**config.mk**
```make
export PLATFORM = sky130hd
export DESIGN_NAME = modbus_rtu_response_receiver
export DESIGN_NICKNAME = d
export VERILOG_FILES = /design/src/rtl/core/mbrx_pkg.sv /design/src/rtl/core/mbrx_ram.sv /design/src/rtl/core/modbus_rtu_response_receiver.sv
export SDC_FILE = /design/constraint.sdc
export NUM_CORES = 1
export LEC_CHECK = 0
export BUFFER_PORTS_ARGS = -buffer_cell sky130_fd_sc_hd__buf_2
export CELL_PAD_IN_SITES_DETAIL_PLACEMENT = 2
export CELL_PAD_IN_SITES_GLOBAL_PLACEMENT = 2
export CORE_MARGIN = 1.5
export CORE_UTILIZATION = 40
export CTS_CLUSTER_DIAMETER = 80
export DETAILED_ROUTE_END_ITERATION = 6
export GPL_TIMING_DRIVEN = 0
export HOLD_SLACK_MARGIN = 0.05
export PLACE_DENSITY = 0.83
export RECOVER_POWER = 100
export SYNTH_ARGS = -nofsm -noshare
export SYNTH_HDL_FRONTEND = slang
export SYNTH_SLANG_ARGS = --single-unit
```
**constraint.sdc**
```tcl
create_clock -name clk -period 4.75 [get_ports clk]
set_clock_uncertainty 0.1 [all_clocks]
set_input_delay 0.2375 -clock clk [delete_from_list [all_inputs] [get_ports clk]]
set_output_delay 0.2375 -clock clk [all_outputs]
set_load 0.03 [all_outputs]
```
**src/rtl/core/mbrx_pkg.sv**
```systemverilog
// Package for the Modbus RTU response receiver: constants, codes, state
// and result types, and the byte-wise CRC-16 step. No dependencies.
`timescale 1ns / 1ps
`default_nettype none

package mbrx_pkg;

    localparam int MAX_REGS    = 12;
    localparam int STORE_DEPTH = 29;
    localparam int STORE_AW    = $clog2(STORE_DEPTH);

    localparam logic [4:0] EXC_LEN = 5'd5;
    localparam logic [4:0] MAX_LEN = 5'd29;

    localparam logic [STORE_AW-1:0] WORD_BASE = STORE_AW'(3);

    localparam logic [1:0] KIND_START = 2'd0;
    localparam logic [1:0] KIND_BYTE  = 2'd1;
    localparam logic [1:0] KIND_TICK  = 2'd2;

    localparam logic [2:0] STAT_OK        = 3'd0;
    localparam logic [2:0] STAT_EXCEPTION = 3'd1;
    localparam logic [2:0] STAT_MISMATCH  = 3'd2;
    localparam logic [2:0] STAT_CRC_ERR   = 3'd3;
    localparam logic [2:0] STAT_COUNT_ERR = 3'd4;
    localparam logic [2:0] STAT_TIMEOUT   = 3'd5;

    localparam logic CFG_SLAVE_ADDR = 1'b0;
    localparam logic CFG_TIMEOUT    = 1'b1;

    localparam logic [7:0]  SLAVE_ADDR_RST = 8'h60;
    localparam logic [15:0] TIMEOUT_RST    = 16'd400;
    localparam logic [15:0] CRC_INIT       = 16'hFFFF;
    localparam logic [15:0] CRC_POLY       = 16'hA001;
    localparam logic [15:0] TICK_MAX       = 16'hFFFF;

    localparam logic [6:0] FN_READ_HOLDING = 7'd3;
    localparam logic [6:0] FN_READ_INPUT   = 7'd4;

    typedef enum logic [1:0] {
        ST_RECV,
        ST_RD_HI,
        ST_RD_LO,
        ST_PUT
    } rx_state_t;

    typedef struct packed {
        logic [2:0]  status;
        logic [7:0]  exception_code;
        logic [15:0] reg_word;
        logic [3:0]  word_index;
        logic        last;
    } result_t;

    function automatic logic [15:0] crc16_byte(input logic [15:0] crc_in,
                                               input logic [7:0] data);
        logic [15:0] crc;
        crc = crc_in ^ {8'h00, data};
        for (int k = 0; k < 8; k++) begin
            crc = crc[0] ? ((crc >> 1) ^ CRC_POLY) : (crc >> 1);
        end
        return crc;
    endfunction

endpackage

`default_nettype wire

```
**src/rtl/core/mbrx_ram.sv**
```systemverilog
// Generic single-port-write, single-port-read RAM with registered read.
// No dependencies.
`timescale 1ns / 1ps
`default_nettype none

module mbrx_ram #(
    parameter int WIDTH = 8,
    parameter int DEPTH = 32
) (
    input  wire logic                                    clk,
    input  wire logic                                    we,
    input  wire logic [((DEPTH > 1) ? $clog2(DEPTH) : 1)-1:0] waddr,
    input  wire logic [WIDTH-1:0]                        wdata,
    input  wire logic                                    re,
    input  wire logic [((DEPTH > 1) ? $clog2(DEPTH) : 1)-1:0] raddr,
    output logic      [WIDTH-1:0]                        rdata
);

    logic [WIDTH-1:0] mem [DEPTH];

    always_ff @(posedge clk)
    begin
        if (we)
        begin
            mem[waddr] <= wdata;
        end
        if (re)
        begin
            rdata <= mem[raddr];
        end
    end

endmodule

`default_nettype wire

```
**src/rtl/core/modbus_rtu_response_receiver.sv**
```systemverilog
// Modbus RTU response receiver: frame check, CRC-16, register word run.
// Latency: a status result is registered at the edge that accepts its item.
// Throughput: one item per cycle unless the output stalls; after a good read
// response, words step RD_HI, RD_LO (RAM reads), PUT; input held off till done.
// Reset: idle, slave_address 96, timeout_ticks 400; frame RAM not cleared.
// Depends on mbrx_pkg and mbrx_ram.
`timescale 1ns / 1ps
`default_nettype none

module modbus_rtu_response_receiver (
    input  wire logic        clk,
    input  wire logic        rst_n,
    input  wire logic        s_tvalid,
    output logic             s_tready,
    input  wire logic [23:0] s_tdata,   // data_byte[7:0], function_code[14:8],
                                        // expected_length[19:15], zero pad
    input  wire logic [1:0]  s_tuser,   // kind
    output logic             m_tvalid,
    input  wire logic        m_tready,
    output logic      [31:0] m_tdata,   // exception_code[7:0], reg_word[23:8],
                                        // word_index[27:24], zero pad
    output logic      [2:0]  m_tuser,   // status
    output logic             m_tlast,
    input  wire logic        cfg_valid,
    output logic             cfg_ready,
    input  wire logic        cfg_index,
    input  wire logic [15:0] cfg_data
);

    import mbrx_pkg::*;

    rx_state_t state_reg, state_next;
    logic                busy_reg, busy_next;
    logic [4:0]          byte_count_reg, byte_count_next;
    logic [15:0]         crc_reg, crc_next;
    logic [15:0]         elapsed_reg, elapsed_next;
    logic [6:0]          want_fn_reg, want_fn_next;
    logic [4:0]          want_len_reg, want_len_next;
    logic [7:0]          fs0_reg, fs0_next;
    logic [7:0]          fs1_reg, fs1_next;
    logic [7:0]          fs2_reg, fs2_next;
    logic [7:0]          prev_reg, prev_next;
    logic [3:0]          word_cnt_reg, word_cnt_next;
    logic [3:0]          word_k_reg, word_k_next;
    logic [7:0]          word_hi_reg, word_hi_next;
    logic [7:0]          slave_addr_reg;
    logic [15:0]         timeout_reg;
    logic                m_valid_reg;
    result_t             out_reg;
    result_t             res;
    logic                res_load;

    logic                in_fire;
    logic                slot_free;
    logic [7:0]          in_byte;
    logic [6:0]          in_fn;
    logic [4:0]          in_len;

    logic                ram_we;
    logic                ram_re;
    logic [STORE_AW-1:0] ram_waddr;
    logic [STORE_AW-1:0] ram_raddr;
    logic [STORE_AW-1:0] hi_addr;
    logic [7:0]          ram_rdata;

    assign in_byte   = s_tdata[7:0];
    assign in_fn     = s_tdata[14:8];
    assign in_len    = s_tdata[19:15];
    assign slot_free = !m_valid_reg || m_tready;
    assign in_fire   = s_tvalid && s_tready;
    assign hi_addr   = WORD_BASE + STORE_AW'({word_k_reg, 1'b0});
    assign cfg_ready = 1'b1;

    mbrx_ram #(
        .WIDTH(8),
        .DEPTH(STORE_DEPTH)
    ) u_frame_ram (
        .clk  (clk),
        .we   (ram_we),
        .waddr(ram_waddr),
        .wdata(in_byte),
        .re   (ram_re),
        .raddr(ram_raddr),
        .rdata(ram_rdata)
    );

    // next state and datapath
    always_comb
    begin
        logic [4:0] got;
        logic [4:0] needed;
        logic [7:0] fn_byte;
        logic [7:0] exc_fc;
        logic [3:0] cnt;
        logic [15:0] ticks;

        state_next      = state_reg;
        busy_next       = busy_reg;
        byte_count_next = byte_count_reg;
        crc_next        = crc_reg;
        elapsed_next    = elapsed_reg;
        want_fn_next    = want_fn_reg;
        want_len_next   = want_len_reg;
        fs0_next        = fs0_reg;
        fs1_next        = fs1_reg;
        fs2_next        = fs2_reg;
        prev_next       = prev_reg;
        word_cnt_next   = word_cnt_reg;
        word_k_next     = word_k_reg;
        word_hi_next    = word_hi_reg;
        res             = '0;
        res.last        = 1'b1;
        res_load        = 1'b0;

        got     = byte_count_reg + 5'd1;
        exc_fc  = {1'b1, want_fn_reg};
        fn_byte = (byte_count_reg == 5'd1) ? in_byte : fs1_reg;
        needed  = (got >= 5'd2 && fn_byte == exc_fc) ? EXC_LEN : want_len_reg;
        cnt     = 4'((want_len_reg - EXC_LEN) >> 1);
        ticks   = (elapsed_reg == TICK_MAX) ? elapsed_reg : elapsed_reg + 16'd1;

        unique case (state_reg)
            ST_RECV:
            begin
                if (in_fire)
                begin
                    priority if (s_tuser == KIND_START)
                    begin
                        want_fn_next    = in_fn;
                        want_len_next   = (in_len < EXC_LEN) ? EXC_LEN :
                                          (in_len > MAX_LEN) ? MAX_LEN : in_len;
                        byte_count_next = 5'd0;
                        crc_next        = CRC_INIT;
                        elapsed_next    = 16'd0;
                        busy_next       = 1'b1;
                    end
                    else if (busy_reg && s_tuser == KIND_TICK)
                    begin
                        elapsed_next = ticks;
                        if (ticks >= timeout_reg)
                        begin
                            busy_next  = 1'b0;
                            res.status = STAT_TIMEOUT;
                            res_load   = 1'b1;
                        end
                    end
                    else if (busy_reg && s_tuser == KIND_BYTE)
                    begin
                        if (byte_count_reg >= want_len_reg)
                        begin
                            busy_next  = 1'b0;
                            res.status = STAT_MISMATCH;
                            res_load   = 1'b1;
                        end
                        else
                        begin
                            byte_count_next = got;
                            prev_next       = in_byte;
                            if (byte_count_reg == 5'd0)
                            begin
                                fs0_next = in_byte;
                            end
                            if (byte_count_reg == 5'd1)
                            begin
                                fs1_next = in_byte;
                            end
                            if (byte_count_reg == 5'd2)
                            begin
                                fs2_next = in_byte;
                            end
                            if ({1'b0, byte_count_reg} + 6'd2 < {1'b0, needed})
                            begin
                                crc_next = crc16_byte(crc_reg, in_byte);
                            end

                            if (got == 5'd2 && (fs0_reg != slave_addr_reg ||
                                (in_byte != {1'b0, want_fn_reg} && in_byte != exc_fc)))
                            begin
                                busy_next  = 1'b0;
                                res.status = STAT_MISMATCH;
                                res_load   = 1'b1;
                            end
                            else if (got == needed)
                            begin
                                busy_next = 1'b0;
                                if (prev_reg != crc_reg[7:0] || in_byte != crc_reg[15:8])
                                begin
                                    res.status = STAT_CRC_ERR;
                                    res_load   = 1'b1;
                                end
                                else if (fs1_reg[7])
                                begin
                                    res.status         = STAT_EXCEPTION;
                                    res.exception_code = fs2_reg;
                                    res_load           = 1'b1;
                                end
                                else if (want_fn_reg == FN_READ_HOLDING ||
                                         want_fn_reg == FN_READ_INPUT)
                                begin
                                    if (cnt == 4'd0 || cnt > 4'(MAX_REGS) ||
                                        fs2_reg != {3'b000, cnt, 1'b0})
                                    begin
                                        res.status = STAT_COUNT_ERR;
                                        res_load   = 1'b1;
                                    end
                                    else
                                    begin
                                        word_cnt_next = cnt;
                                        word_k_next   = 4'd0;
                                        state_next    = ST_RD_HI;
                                    end
                                end
                                else
                                begin
                                    res.status = STAT_OK;
                                    res_load   = 1'b1;
                                end
                            end
                        end
                    end
                end
            end
            ST_RD_HI:
            begin
                state_next = ST_RD_LO;
            end
            ST_RD_LO:
            begin
                word_hi_next = ram_rdata;
                state_next   = ST_PUT;
            end
            ST_PUT:
            begin
                if (slot_free)
                begin
                    res.status     = STAT_OK;
                    res.reg_word   = {word_hi_reg, ram_rdata};
                    res.word_index = word_k_reg;
                    res.last       = (word_k_reg + 4'd1 == word_cnt_reg);
                    res_load       = 1'b1;
                    if (word_k_reg + 4'd1 == word_cnt_reg)
                    begin
                        state_next = ST_RECV;
                    end
                    else
                    begin
                        word_k_next = word_k_reg + 4'd1;
                        state_next  = ST_RD_HI;
                    end
                end
            end
            default:
            begin
                state_next = ST_RECV;
            end
        endcase
    end

    // handshake and frame RAM control
    always_comb
    begin
        s_tready  = (state_reg == ST_RECV) && slot_free;
        ram_we    = in_fire && busy_reg && s_tuser == KIND_BYTE &&
                    byte_count_reg < want_len_reg;
        ram_waddr = byte_count_reg;
        ram_re    = (state_reg == ST_RD_HI) || (state_reg == ST_RD_LO);
        ram_raddr = (state_reg == ST_RD_LO) ? hi_addr + STORE_AW'(1) : hi_addr;
    end

    always_ff @(posedge clk or negedge rst_n)
    begin
        if (!rst_n)
        begin
            state_reg      <= ST_RECV;
            busy_reg       <= 1'b0;
            byte_count_reg <= 5'd0;
            crc_reg        <= CRC_INIT;
            elapsed_reg    <= 16'd0;
            want_fn_reg    <= 7'd0;
            want_len_reg   <= 5'd0;
            word_cnt_reg   <= 4'd0;
            word_k_reg     <= 4'd0;
            slave_addr_reg <= SLAVE_ADDR_RST;
            timeout_reg    <= TIMEOUT_RST;
            m_valid_reg    <= 1'b0;
        end
        else
        begin
            state_reg      <= state_next;
            busy_reg       <= busy_next;
            byte_count_reg <= byte_count_next;
            crc_reg        <= crc_next;
            elapsed_reg    <= elapsed_next;
            want_fn_reg    <= want_fn_next;
            want_len_reg   <= want_len_next;
            word_cnt_reg   <= word_cnt_next;
            word_k_reg     <= word_k_next;
            if (cfg_valid && cfg_ready)
            begin
                unique case (cfg_index)
                    CFG_SLAVE_ADDR: slave_addr_reg <= cfg_data[7:0];
                    CFG_TIMEOUT:    timeout_reg    <= cfg_data;
                    default:        timeout_reg    <= timeout_reg;
                endcase
            end
            if (res_load)
            begin
                m_valid_reg <= 1'b1;
            end
            else if (m_tready)
            begin
                m_valid_reg <= 1'b0;
            end
        end
    end

    always_ff @(posedge clk)
    begin
        fs0_reg     <= fs0_next;
        fs1_reg     <= fs1_next;
        fs2_reg     <= fs2_next;
        prev_reg    <= prev_next;
        word_hi_reg <= word_hi_next;
        if (res_load)
        begin
            out_reg <= res;
        end
    end

    assign m_tvalid = m_valid_reg;
    assign m_tuser  = out_reg.status;
    assign m_tlast  = out_reg.last;
    assign m_tdata  = {4'h0, out_reg.word_index, out_reg.reg_word, out_reg.exception_code};

`ifndef SYNTHESIS
    a_write_only_in_recv: assert property (@(posedge clk) disable iff (!rst_n)
        ram_we |-> state_reg == ST_RECV)
        else $error("frame RAM written during word run");

    a_idle_during_run: assert property (@(posedge clk) disable iff (!rst_n)
        state_reg != ST_RECV |-> !busy_reg)
        else $error("transaction busy during word run");

    a_word_in_range: assert property (@(posedge clk) disable iff (!rst_n)
        state_reg == ST_PUT |-> word_k_reg < word_cnt_reg)
        else $error("word index past register count");

    a_count_in_frame: assert property (@(posedge clk) disable iff (!rst_n)
        busy_reg |-> byte_count_reg < want_len_reg)
        else $error("byte count reached frame length while busy");

    a_run_needs_slot: assert property (@(posedge clk) disable iff (!rst_n)
        res_load && m_valid_reg |-> m_tready)
        else $error("result loaded over an untaken result");
`endif

endmodule

`default_nettype wire

```
==> results of run 1 <==
## cells by family after synthesis
| kind of cell | after synthesis | share of synthesized area, % |
|---|---|---|
| adder cells (fa/ha/maj) | 38 | 2.64 |
| buffers and inverters | 115 | 2.65 |
| AND/OR/NAND/NOR | 351 | 9.71 |
| flip-flops | 397 | 63.9 |
| other | 2 | 0.0417 |
| AO/OA/AOI/OAI | 200 | 7.36 |
| XOR/XNOR | 86 | 4.18 |
| multiplexers | 106 | 9.48 |
## metrics by stage
stage	setup TNS (ns)	utilization (%)	hold slack [ns]	power, mW	area [um^2]
floorplan	0	-	-0.158	5.35	18000
global placement	-20.84	43.2	0.324	5.76	19200
detailed placement	-32.43	43.3	0.126	5.92	19200
CTS	0	47.5	0.104	9.36	21000
global route	-0.150	47.6	0.152	9.82	21100
finish	0	47.6	0.126	9.56	21100
## placed cells by master, fill, tap and decap left out, drive strengths merged, types with 8 or more instances in the layout
cell and n:
a211oi 10, a21o 8, a21oi 45, a221oi 10, a22o 10, a31oi 10
and2 15, and3 26, buf 68, clkbuf 153, clkinv 10, dfrtp 64
dfstp 21, dlygate4sd3 34, edfxtp 312, ha 38, inv 47, mux2 44
mux2i 15, mux4 47, nand2 91, nand2b 11, nand3 23, nand4 11
nor2 104, nor2b 21, nor3 14, nor4 9, o21ai 61, xnor2 49
xor2 37
## per-layer routing
layer  vias up  wire (um)  global-route usage (%)
li1       5191          -                       -
met1      6610      25400                    34.8
met2       593      33000                    49.1
met3       194       4080                    4.88
met4         0       3080                    13.4
met5         -          0                       0
## critical path, stage by stage, from the launching register on
cell,delay [ns]
dfrtp_2,0.49
inv_2,0.13
ha_4,0.20
or4b_4,0.48
buf_6,0.17
mux2_4,0.31
nor2b_4,0.14
a2111oi_4,0.38
nand2_2,0.14
nand2_1,0.16
ha_1,0.25
nor2b_1,0.15
o21a_1,0.19
o21a_1,0.17
o21ai_1,0.17
a21oi_1,0.11
a21oi_2,0.28
buf_4,0.27
nor2_1,0.10
a21oi_1,0.22
## how the worst min path moves through the flow
stage | slack [ns] | endpoint | cells past startpoint | from
finish | 0.13 | m_tdata[27]$_SDFFCE_PN0P_ | 3 | m_tready
global route | 0.15 | m_tdata[27]$_SDFFCE_PN0P_ | 3 | m_tready
CTS | 0.10 | crc_reg[7]$_DFFE_PN1P_ | 6 | s_tuser[0]
detailed placement | 0.13 | timeout_reg[5]$_DFFE_PN0P_ | 1 | rst_n
global placement | 0.32 | word_hi_reg[5]$_DFFE_PP_ | 0 | u_frame_ram.rdata[5]$_DFFE_PP_
floorplan | -0.16 | busy_reg$_DFFE_PN0P_ | 0 | rst_n
## layout make-up
cell class	instances	area, um^2	share of cell area [%]
repair buffers	124	787	3.73
plain buffers	69	338	1.60
clock inverters	15	141	0.671
inverters	44	165	0.783
multi-input cells	789	6160	29.2
well taps	592	741	3.51
clock buffers	63	1220	5.80
flip-flops and latches	397	11500	54.7
## power groups by stage
| stage | sequential [mW] | clock (mW) | combinational [mW] |
|---|---|---|---|
| 3_5_place_dp | 4.30 | 0 | 1.62 |
| 6_report | 4.28 | 3.39 | 1.89 |
| 5_1_grt | 4.29 | 3.52 | 2.01 |
| 4_1_cts | 4.25 | 3.37 | 1.74 |
| 3_3_place_gp | 4.27 | 0 | 1.49 |
| 2_1_floorplan | 4.27 | 0 | 1.08 |
## what timing repair did
item	4_1_cts	5_1_grt
pin swaps	4	4
hold buffers	34	0
gates cloned	3	0
gates resized for setup	22	35
setup buffers	4	8
hold endpoints to repair	111	0
endpoints found under the setup margin	72	65
==> run_results.csv, run 1 <==
group,metric,value,unit
synth,synthCells,1295,
sta,min_period,4.73,ns
synth,ys_top_cells_by_count,"edfxtp_1 (312), nor2_1 (104), nand2_1 (90), dfrtp_1 (64), o21ai_0 (58)",
drt,vias,12600,
floorplanning,pin_count,87,
cells_and_area,drive_gt1_share,18.9,%
setup_path,startpoint_type,"register",
clock_tree,cts-buffers-inserted,45,
sta,slew_headroom,-51.5,%
synth,synth_top_area_share,52.0,%
placement,dp_hpwl,39900,um
clock_tree,root_buffer,"clkbuf_16",
setup_path,path_class,"reg -> reg",
pwr,powerDensity,454,mW/mm^2
placement,place_congestion,0.834,
sta,maxSlewViolCount,155,
floorplanning,fp.dieW,215,um
floorplanning,row_count,77,
floorplanning,coreArea,0.0443,mm^2
cells_and_area,largest_reg_flops,232,
drt,dr.pass1.iters,5,
synth,synthMostInstantiatedCell,"edfxtp_1",
floorplanning,start_util,40.7,%
setup_path,critical_path.startpoint,"byte_count_reg[1]$_DFFE_PN0P_",
cells_and_area,final_cells,2093,
grt,grt_pass1_vias,14200,
clock_tree,clockBufferDepth,3,
synth,synth-warning-count,0,
pwr,pwr-share-seq,44.7,%
pwr,p_comb_share,19.8,%
setup_path,timing.rr.start,"byte_count_reg[1]$_DFFE_PN0P_",
setup_path,crit_fanout,10,
placement,io_buffer_count,77,
synth,yosys_register_bits,397,
sta,fmax,211,MHz
clock_tree,clk_pin_slew_worst_paths,0.06,ns
cells_and_area,fillers,4222,
pwr,ir_drop,0.255,mV
synth,yosys-top-cells-area,"edfxtp_1 (52%), dfrtp_1 (8.9%), mux4_2 (5.9%)",
clock_tree,clkSinkCount,397,
synth,async_reset_ff_share,21.4,%
pwr,power_switching,2.94,mW
floorplanning,chipHeight,215,um
grt,grt_pass1_wl,97200,um
sta,setup_viol,0,
setup_path,cp.arrival,5.14,ns
sta,hold_viol,0,
synth,synth_largest_area_cell,"edfxtp_1",
setup_path,end_kind,"register",
setup_path,r2r_end,"crc_reg[5]$_DFFE_PN1P_",
drt,wl,65600,um
synth,ys_seq_area_share,63.9,%
placement,dp_cells,1968,
drt,antenna_left,0,
drt,avgViaCountPerCell,6.01,
drt,drtIter0Drc,1292,
synth,syn_area,0.0180,mm^2
sta,finalWorstSetupSlack,0.0174,ns
job,cap_violations,4,
run_status,violations,"max-capacitance violations, max-slew violations",
drt,route.detailed.drc,0,
pwr,switching_share,30.8,%
setup_path,reg2reg_slack,0.02,ns
drt,drt-wirelength-per-cell,31.3,um
sta,timing.final.crit_share,99.6,%
clock_tree,cts_tree,"built",
cells_and_area,largest_register,"u_frame_ram.mem",
pwr,p_clk_share,35.5,%
synth,synth-main-ff-cell,"edfxtp_1",
cells_and_area,num_antenna_cells,0,
pwr,intPower,6.62,mW
floorplanning,dieArea,0.0463,mm^2
cells_and_area,fin_nets,1556,
setup_path,cp.required,5.16,ns
grt,grt_use_total,28.5,%
grt,grt_overflow,0,
setup_path,reg2reg_depth,19,
grt,grt_start_max_net_pins,56,
min_path,hold_path_class,"in -> reg",
synth,avgSynthCellArea,13.9,um^2
synth,synth.distinct_cells,71,
run_status,status,"finished, violations left",
pwr,p_leak,7.60,nW
grt,antenna_found_initial,1,
cells_and_area,area_growth,17.0,%
synth,synth_edf_count,312,
setup_path,critical_path.endpoint,"crc_reg[5]$_DFFE_PN1P_",
clock_tree,clock_latency,0.60,ns
clock_tree,htree_levels,2,
sta,worstMarginPinSlew,2.27,ns
placement,pre_cts_ws,-0.757,ns
No activity file was read; power rests on OpenSTA's default activity.
==> run 2, diff against run 1 <==
--- a/config.mk
+++ b/config.mk
@@ -9,12 +9,12 @@
 export CELL_PAD_IN_SITES_DETAIL_PLACEMENT = 2
 export CELL_PAD_IN_SITES_GLOBAL_PLACEMENT = 2
 export CORE_MARGIN = 1.5
-export CORE_UTILIZATION = 40
+export CORE_UTILIZATION = 44
 export CTS_CLUSTER_DIAMETER = 80
 export DETAILED_ROUTE_END_ITERATION = 6
 export GPL_TIMING_DRIVEN = 0
 export HOLD_SLACK_MARGIN = 0.05
-export PLACE_DENSITY = 0.83
+export PLACE_DENSITY = 0.86
 export RECOVER_POWER = 100
 export SYNTH_ARGS = -nofsm -noshare
 export SYNTH_HDL_FRONTEND = slang
==> constraint.sdc (replaced) <==
create_clock -name clk -period 5 [get_ports clk]
set_clock_uncertainty 0.1 [all_clocks]
set_input_delay 0.25 -clock clk [delete_from_list [all_inputs] [get_ports clk]]
set_output_delay 0.25 -clock clk [all_outputs]
set_load 0.03 [all_outputs]
==> run_results.csv, run 2 (synthesis gave the netlist of run 1 again) <==
group,metric,value,unit
setup_path,crit_fanout,10,
drt,drt-wirelength-per-cell,35.9,um
cells_and_area,area_growth,16.2,%
run_status,status,"finished, violations left",
pwr,ir_drop,0.284,mV
sta,fmax,200,MHz
grt,grt_start_max_net_pins,59,
floorplanning,coreArea,0.0401,mm^2
cells_and_area,final_cells,2017,
job,cap_violations,3,
grt,grt_use_total,35.3,%
cells_and_area,fillers,3722,
grt,grt_overflow,0,
drt,wl,72500,um
clock_tree,clock_latency,0.61,ns
clock_tree,clockBufferDepth,3,
run_status,violations,"max-capacitance violations, max-slew violations, negative setup slack",
drt,dr.pass1.iters,5,
placement,dp_cells,1901,
floorplanning,pin_count,87,
cells_and_area,final_util,52.2,%
setup_path,crit_top_cell,"clkbuf_1",
pwr,power.total,9.42,mW
setup_path,cpPeakStageDelay,0.78,ns
cells_and_area,largest_register,"u_frame_ram.mem",
clock_tree,root_buffer,"clkbuf_16",
floorplanning,fp.dieW,205,um
sta,tns,-0.00170,ns
sta,hold_viol,0,
clock_tree,htree_levels,2,
pwr,powerDensity,450,mW/mm^2
setup_path,cp.arrival,5.23,ns
drt,avgViaCountPerCell,6.46,
setup_path,timing.rr.start,"word_k_reg[0]$_DFFE_PN0P_",
cells_and_area,final_cell_mix,"edfxtp_1 (312), nor2_1 (104), clkbuf_1 (91), nand2_1 (90), dfrtp_1 (60)",
placement,place_congestion,0.860,
grt,grt_pass1_vias,14500,
placement,pre_cts_ws,-0.424,ns
drt,vias,13000,
grt,antenna_found_initial,4,
cells_and_area,largest_reg_flops,232,
sta,min_period,5.00,ns
floorplanning,start_util,44.9,%
drt,antenna_left,0,
setup_path,cp.required,5.23,ns
floorplanning,row_count,73,
min_path,hold_depth,3,
clock_tree,clkSinkCount,397,
setup_path,worst-path-buf-inv,5,
min_path,hold_path_class,"in -> reg",
grt,grt_pass1_wl,105000,um
setup_path,cpLargestDelayFamily,"buffers and inverters",
floorplanning,chipHeight,205,um
clock_tree,cts-buffers-inserted,43,
setup_path,path_class,"reg -> reg",
setup_path,cp_cell_sequence,"clkbuf_1, inv_1, clkbuf_1, ha_1, nand2_1, xnor2_1, clkbuf_1, clkbuf_1, a21oi_1, o21ai_0",
sta,worstMarginPinSlew,1.88,ns
setup_path,reg2reg_slack,-0.002,ns
sta,finalWorstSetupSlack,-0.00170,ns
placement,dp_hpwl,40100,um
cells_and_area,fin_nets,1543,
sta,slew_headroom,-25.5,%
setup_path,startpoint_type,"register",
min_path,min_from,"s_tuser[0]",
drt,route.detailed.drc,0,
cells_and_area,final_common_cell,"edfxtp_1",
sta,timing.final.crit_share,100,%
drt,drtIter0Drc,1323,
setup_path,r2r_end,"u_frame_ram.rdata[1]$_DFFE_PP_",
setup_path,end_kind,"register",
clock_tree,cts_tree,"built",
sta,setup_viol,1,
floorplanning,dieArea,0.0422,mm^2
cells_and_area,drive_gt1_share,17.4,%
sta,maxSlewViolCount,122,
min_path,holdPathEnd,"m_tuser[1]$_SDFFCE_PP0P_",
placement,io_buffer_count,77,
clock_tree,clk_pin_slew_worst_paths,0.08,ns
setup_path,reg2reg_depth,10,
setup_path,cpMaxStageDelayCell,"xnor2_1",
pwr,p_leak,7.59,nW
==> run 2: cell types whose count changed in the layout (fill, tap and decap cells not counted), sizes merged <==
cell,delta
clkbuf,-2
clkinv,+4
inv,-2
diode,+1
dlygate4sd3,-5
buf,-8
bufinv,+3
==> run 2: final cells by class <==
class	instances	area (um^2)	share of cell area [%]
Timing Repair Buffer	113	692	3.30
Inverter	44	165	0.788
Buffer	69	320	1.53
Clock buffer	59	1220	5.81
Multi-Input combinational cell	789	6140	29.3
Sequential cell	397	11500	55.0
Tap cell	525	657	3.14
Clock inverter	20	231	1.10
Antenna cell	1	2.50	0.0119
==> run 2: worst max-delay path by stage <==
stage | startpoint | end | slack [ns] | depth (start not counted)
final | word_k_reg[0]$_DFFE_PN0P_ | u_frame_ram.rdata[1]$_DFFE_PP_ | -0.002 | 10
after floorplan | byte_count_reg[1]$_DFFE_PN0P_ | m_tdata[0]$_SDFFCE_PP0P_ | 0.47 | 16
after CTS | state_reg[0]$_DFFE_PN0P_ | u_frame_ram.rdata[5]$_DFFE_PP_ | 0.003 | 10
after detailed placement | state_reg[0]$_DFFE_PN0P_ | u_frame_ram.rdata[2]$_DFFE_PP_ | -0.42 | 12
after global routing | elapsed_reg[1]$_DFFE_PN0P_ | m_tdata[13]$_SDFFCE_PN0P_ | -0.01 | 18
after global placement | elapsed_reg[3]$_DFFE_PN0P_ | m_tdata[16]$_SDFFCE_PN0P_ | -0.25 | 16
==> run 2: where the power goes <==
part / switching, mW / internal (mW)
Combinational: 1.22 / 0.641
Sequential: 0.241 / 3.82
Clock: 1.53 / 1.97
==> run 2: metal layers <==
layer	vias up	track usage [%]	wire length (um)
met5	-	0	50
met4	6	20.1	4620
met2	834	60.8	36200
li1	5168	-	-
met1	6710	41.0	25800
met3	308	7.44	5800
==> run 2: worst reg2reg max path: cells and delay by family, from the launching register on <==
family / cells / cell delay, ns
compound gates: 2 / 0.70
xor+xnor: 1 / 0.78
fa+ha+maj: 1 / 0.32
buf+inv: 5 / 2.37
flops: 1 / 0.40
simple gates: 1 / 0.09
==> run 2: what timing repair did <==
item	CTS	global route
endpoints found under the setup margin	71	63
hold buffers	29	0
pin swaps	3	2
gates cloned	3	0
buffers inserted	4	2
resized for setup	20	23
endpoints found under the hold margin	112	0
==> run 2: through the flow <==
step,instance area [um^2],hold WS (ns)
after floorplan,18000,-0.146
after global placement,19100,0.323
after detailed placement,19100,0.113
after CTS,21000,0.0656
after global routing,20900,0.194
final,20900,0.206
==> run 3, diff against run 2 <==
==> constraint.sdc (replaced) <==
create_clock -name clk -period 5.7 [get_ports clk]
set_clock_uncertainty 0.1 [all_clocks]
set_input_delay 0.285 -clock clk [delete_from_list [all_inputs] [get_ports clk]]
set_output_delay 0.285 -clock clk [all_outputs]
set_load 0.03 [all_outputs]
==> run_results.csv, run 3 (synthesis gave the netlist of run 1 again) <==
group,metric,value,unit
run_status,status,"finished, violations left",
run_status,violations,"max-capacitance violations, max-slew violations",
clock_tree,clockBufferDepth,3,
drt,drtIter0Drc,1224,
drt,vias,12900,
drt,drt-met1-wl,25300,um
sta,min_period,5.64,ns
placement,place_congestion,0.835,
cells_and_area,area_growth,15.2,%
drt,drt-wirelength-per-cell,33.9,um
pwr,ir_drop,0.185,mV
sta,setup_viol,0,
floorplanning,pin_count,87,
clock_tree,root_buffer,"clkbuf_16",
grt,grt_start_max_net_pins,64,
setup_path,startpoint_type,"primary input",
clock_tree,htree_levels,2,
sta,fmax,177,MHz
cells_and_area,largest_register,"u_frame_ram.mem",
pwr,p_leak,7.45,nW
setup_path,timing.rr.start,"byte_count_reg[1]$_DFFE_PN0P_",
min_path,min_from,"s_tuser[1]",
grt,antenna_found_initial,4,
drt,avgViaCountPerCell,6.38,
grt,grt_use_total,33.3,%
sta,hold_viol,0,
floorplanning,fp.dieW,205,um
setup_path,end_kind,"register",
placement,dp_hpwl,40800,um
clock_tree,postCtsSetupBuffers,0,
drt,wl_met2,34700,um
grt,grt_pass1_vias,14300,
pwr,power_switching,2.48,mW
pwr,pwr-share-seq,44.3,%
placement,io_buffer_count,77,
sta,worstMarginPinSlew,3.48,ns
drt,antenna_left,0,
pwr,power.total,8.02,mW
sta,finalWorstSetupSlack,0.0561,ns
drt,dr.pass1.iters,5,
cells_and_area,largest_reg_flops,232,
cells_and_area,fin_nets,1539,
drt,route.detailed.drc,0,
grt,grt_overflow,0,
clock_tree,cts_tree,"built",
drt,wl,68300,um
clock_tree,clk_pin_slew_worst_paths,0.06,ns
floorplanning,row_count,73,
floorplanning,start_util,44.9,%
setup_path,cp.arrival,5.84,ns
pwr,switching_share,30.9,%
sta,slew_headroom,-132,%
sta,timing.final.crit_share,99.0,%
clock_tree,clkSinkCount,397,
placement,pre_cts_ws,0.296,ns
setup_path,crit_fanout,33,
cells_and_area,drive_gt1_share,15.6,%
clock_tree,cts-buffers-inserted,45,
drt,wl_met3,4750,um
setup_path,cp.required,5.89,ns
cells_and_area,final_cell_mix,"edfxtp_1 (312), clkbuf_1 (111), nor2_1 (104), nand2_1 (90), dfrtp_1 (64)",
cells_and_area,final_common_cell,"edfxtp_1",
cells_and_area,fillers,3739,
sta,maxSlewViolCount,169,
grt,grt_pass1_wl,101000,um
job,cap_violations,4,
sta,grt_setup_unrepaired,"false",
clock_tree,clock_latency,0.59,ns
pwr,p_clk_share,36.6,%
pwr,intPower,5.54,mW
setup_path,path_class,"in -> reg",
pwr,p_comb_share,19.0,%
floorplanning,dieArea,0.0422,mm^2
setup_path,critical_path.startpoint,"s_tdata[3]",
min_path,hold_path_class,"in -> reg",
floorplanning,coreArea,0.0401,mm^2
drt,topRoutingLayerUsed,"met5",
floorplanning,chipHeight,205,um
pwr,powerDensity,386,mW/mm^2
run 3: cell type report:
class,instances,area (um^2),share of cell area [%]
repair buffers,108,664,3.20
clock buffers,65,1270,6.13
diodes,1,2.50,0.0121
flip-flops and latches,397,11500,55.5
multi-input cells,786,6030,29.1
plain buffers,71,307,1.48
well taps,525,657,3.16
inverters,44,165,0.795
clock inverters,19,140,0.675
run 3: per-stage QoR:
stage / cells / util, % / hold WS, ns / TNS (ns) / instance area (um^2)
floorplan: 1298 / - / -0.111 / 0 / 18000
global placement: 1900 / 47.6 / 0.325 / -24.91 / 19100
detailed placement: 1902 / 47.7 / 0.109 / 0 / 19100
CTS: 2015 / 52.0 / 0.0533 / 0 / 20800
global route: 2016 / 51.8 / 0.140 / 0 / 20800
finish: 2016 / 51.8 / 0.0890 / 0 / 20800
run 3: final timing paths:
kind,slack (ns),end,cells past startpoint
worst max-delay path,0.06,m_tdata[8]$_SDFFCE_PN0P_,16
worst min-delay path,0.09,busy_reg$_DFFE_PN0P_,4
worst max register to register,0.15,m_tdata[8]$_SDFFCE_PN0P_,17
worst min register to register,0.37,word_hi_reg[0]$_DFFE_PP_,0
max in group asynchronous,0.90,slave_addr_reg[7]$_DFFE_PN0P_,3
min in group asynchronous,0.41,timeout_reg[14]$_DFFE_PN0P_,2
run 3: timing repair:
| item | in CTS | in global routing |
|---|---|---|
| resized for setup | 0 | 9 |
| endpoints found under the setup margin | 0 | 49 |
| hold endpoints to repair | 106 | 0 |
| hold buffers | 29 | 0 |
run 3: layer usage:
metal  vias to the layer above  global-route usage, %
li1                       5180                      -
met5                         -                      0
met1                      6652                   39.9
met2                       792                   57.9
met3                       239                   6.07
met4                         4                   16.3
run 3: critical path, cell delays in order:
cell,delay [ns]
clkbuf_1,1.46
clkbuf_1,0.38
inv_1,0.13
o21ai_0,0.29
o211ai_1,0.24
a2111oi_4,0.59
nand2_2,0.21
nand2_1,0.16
ha_1,0.25
a21o_1,0.19
a31o_2,0.26
nor3b_4,0.31
nand3_1,0.13
a221o_1,0.41
o21ai_4,0.26
buf_16,0.24
run 3: power by group through the flow:
stage | registers, mW | clock network, mW | logic, mW
2_1_floorplan | 3.56 | 0 | 0.898
3_3_place_gp | 3.56 | 0 | 1.23
3_5_place_dp | 3.59 | 0 | 1.37
4_1_cts | 3.54 | 2.91 | 1.46
5_1_grt | 3.57 | 3.03 | 1.61
6_report | 3.56 | 2.94 | 1.52
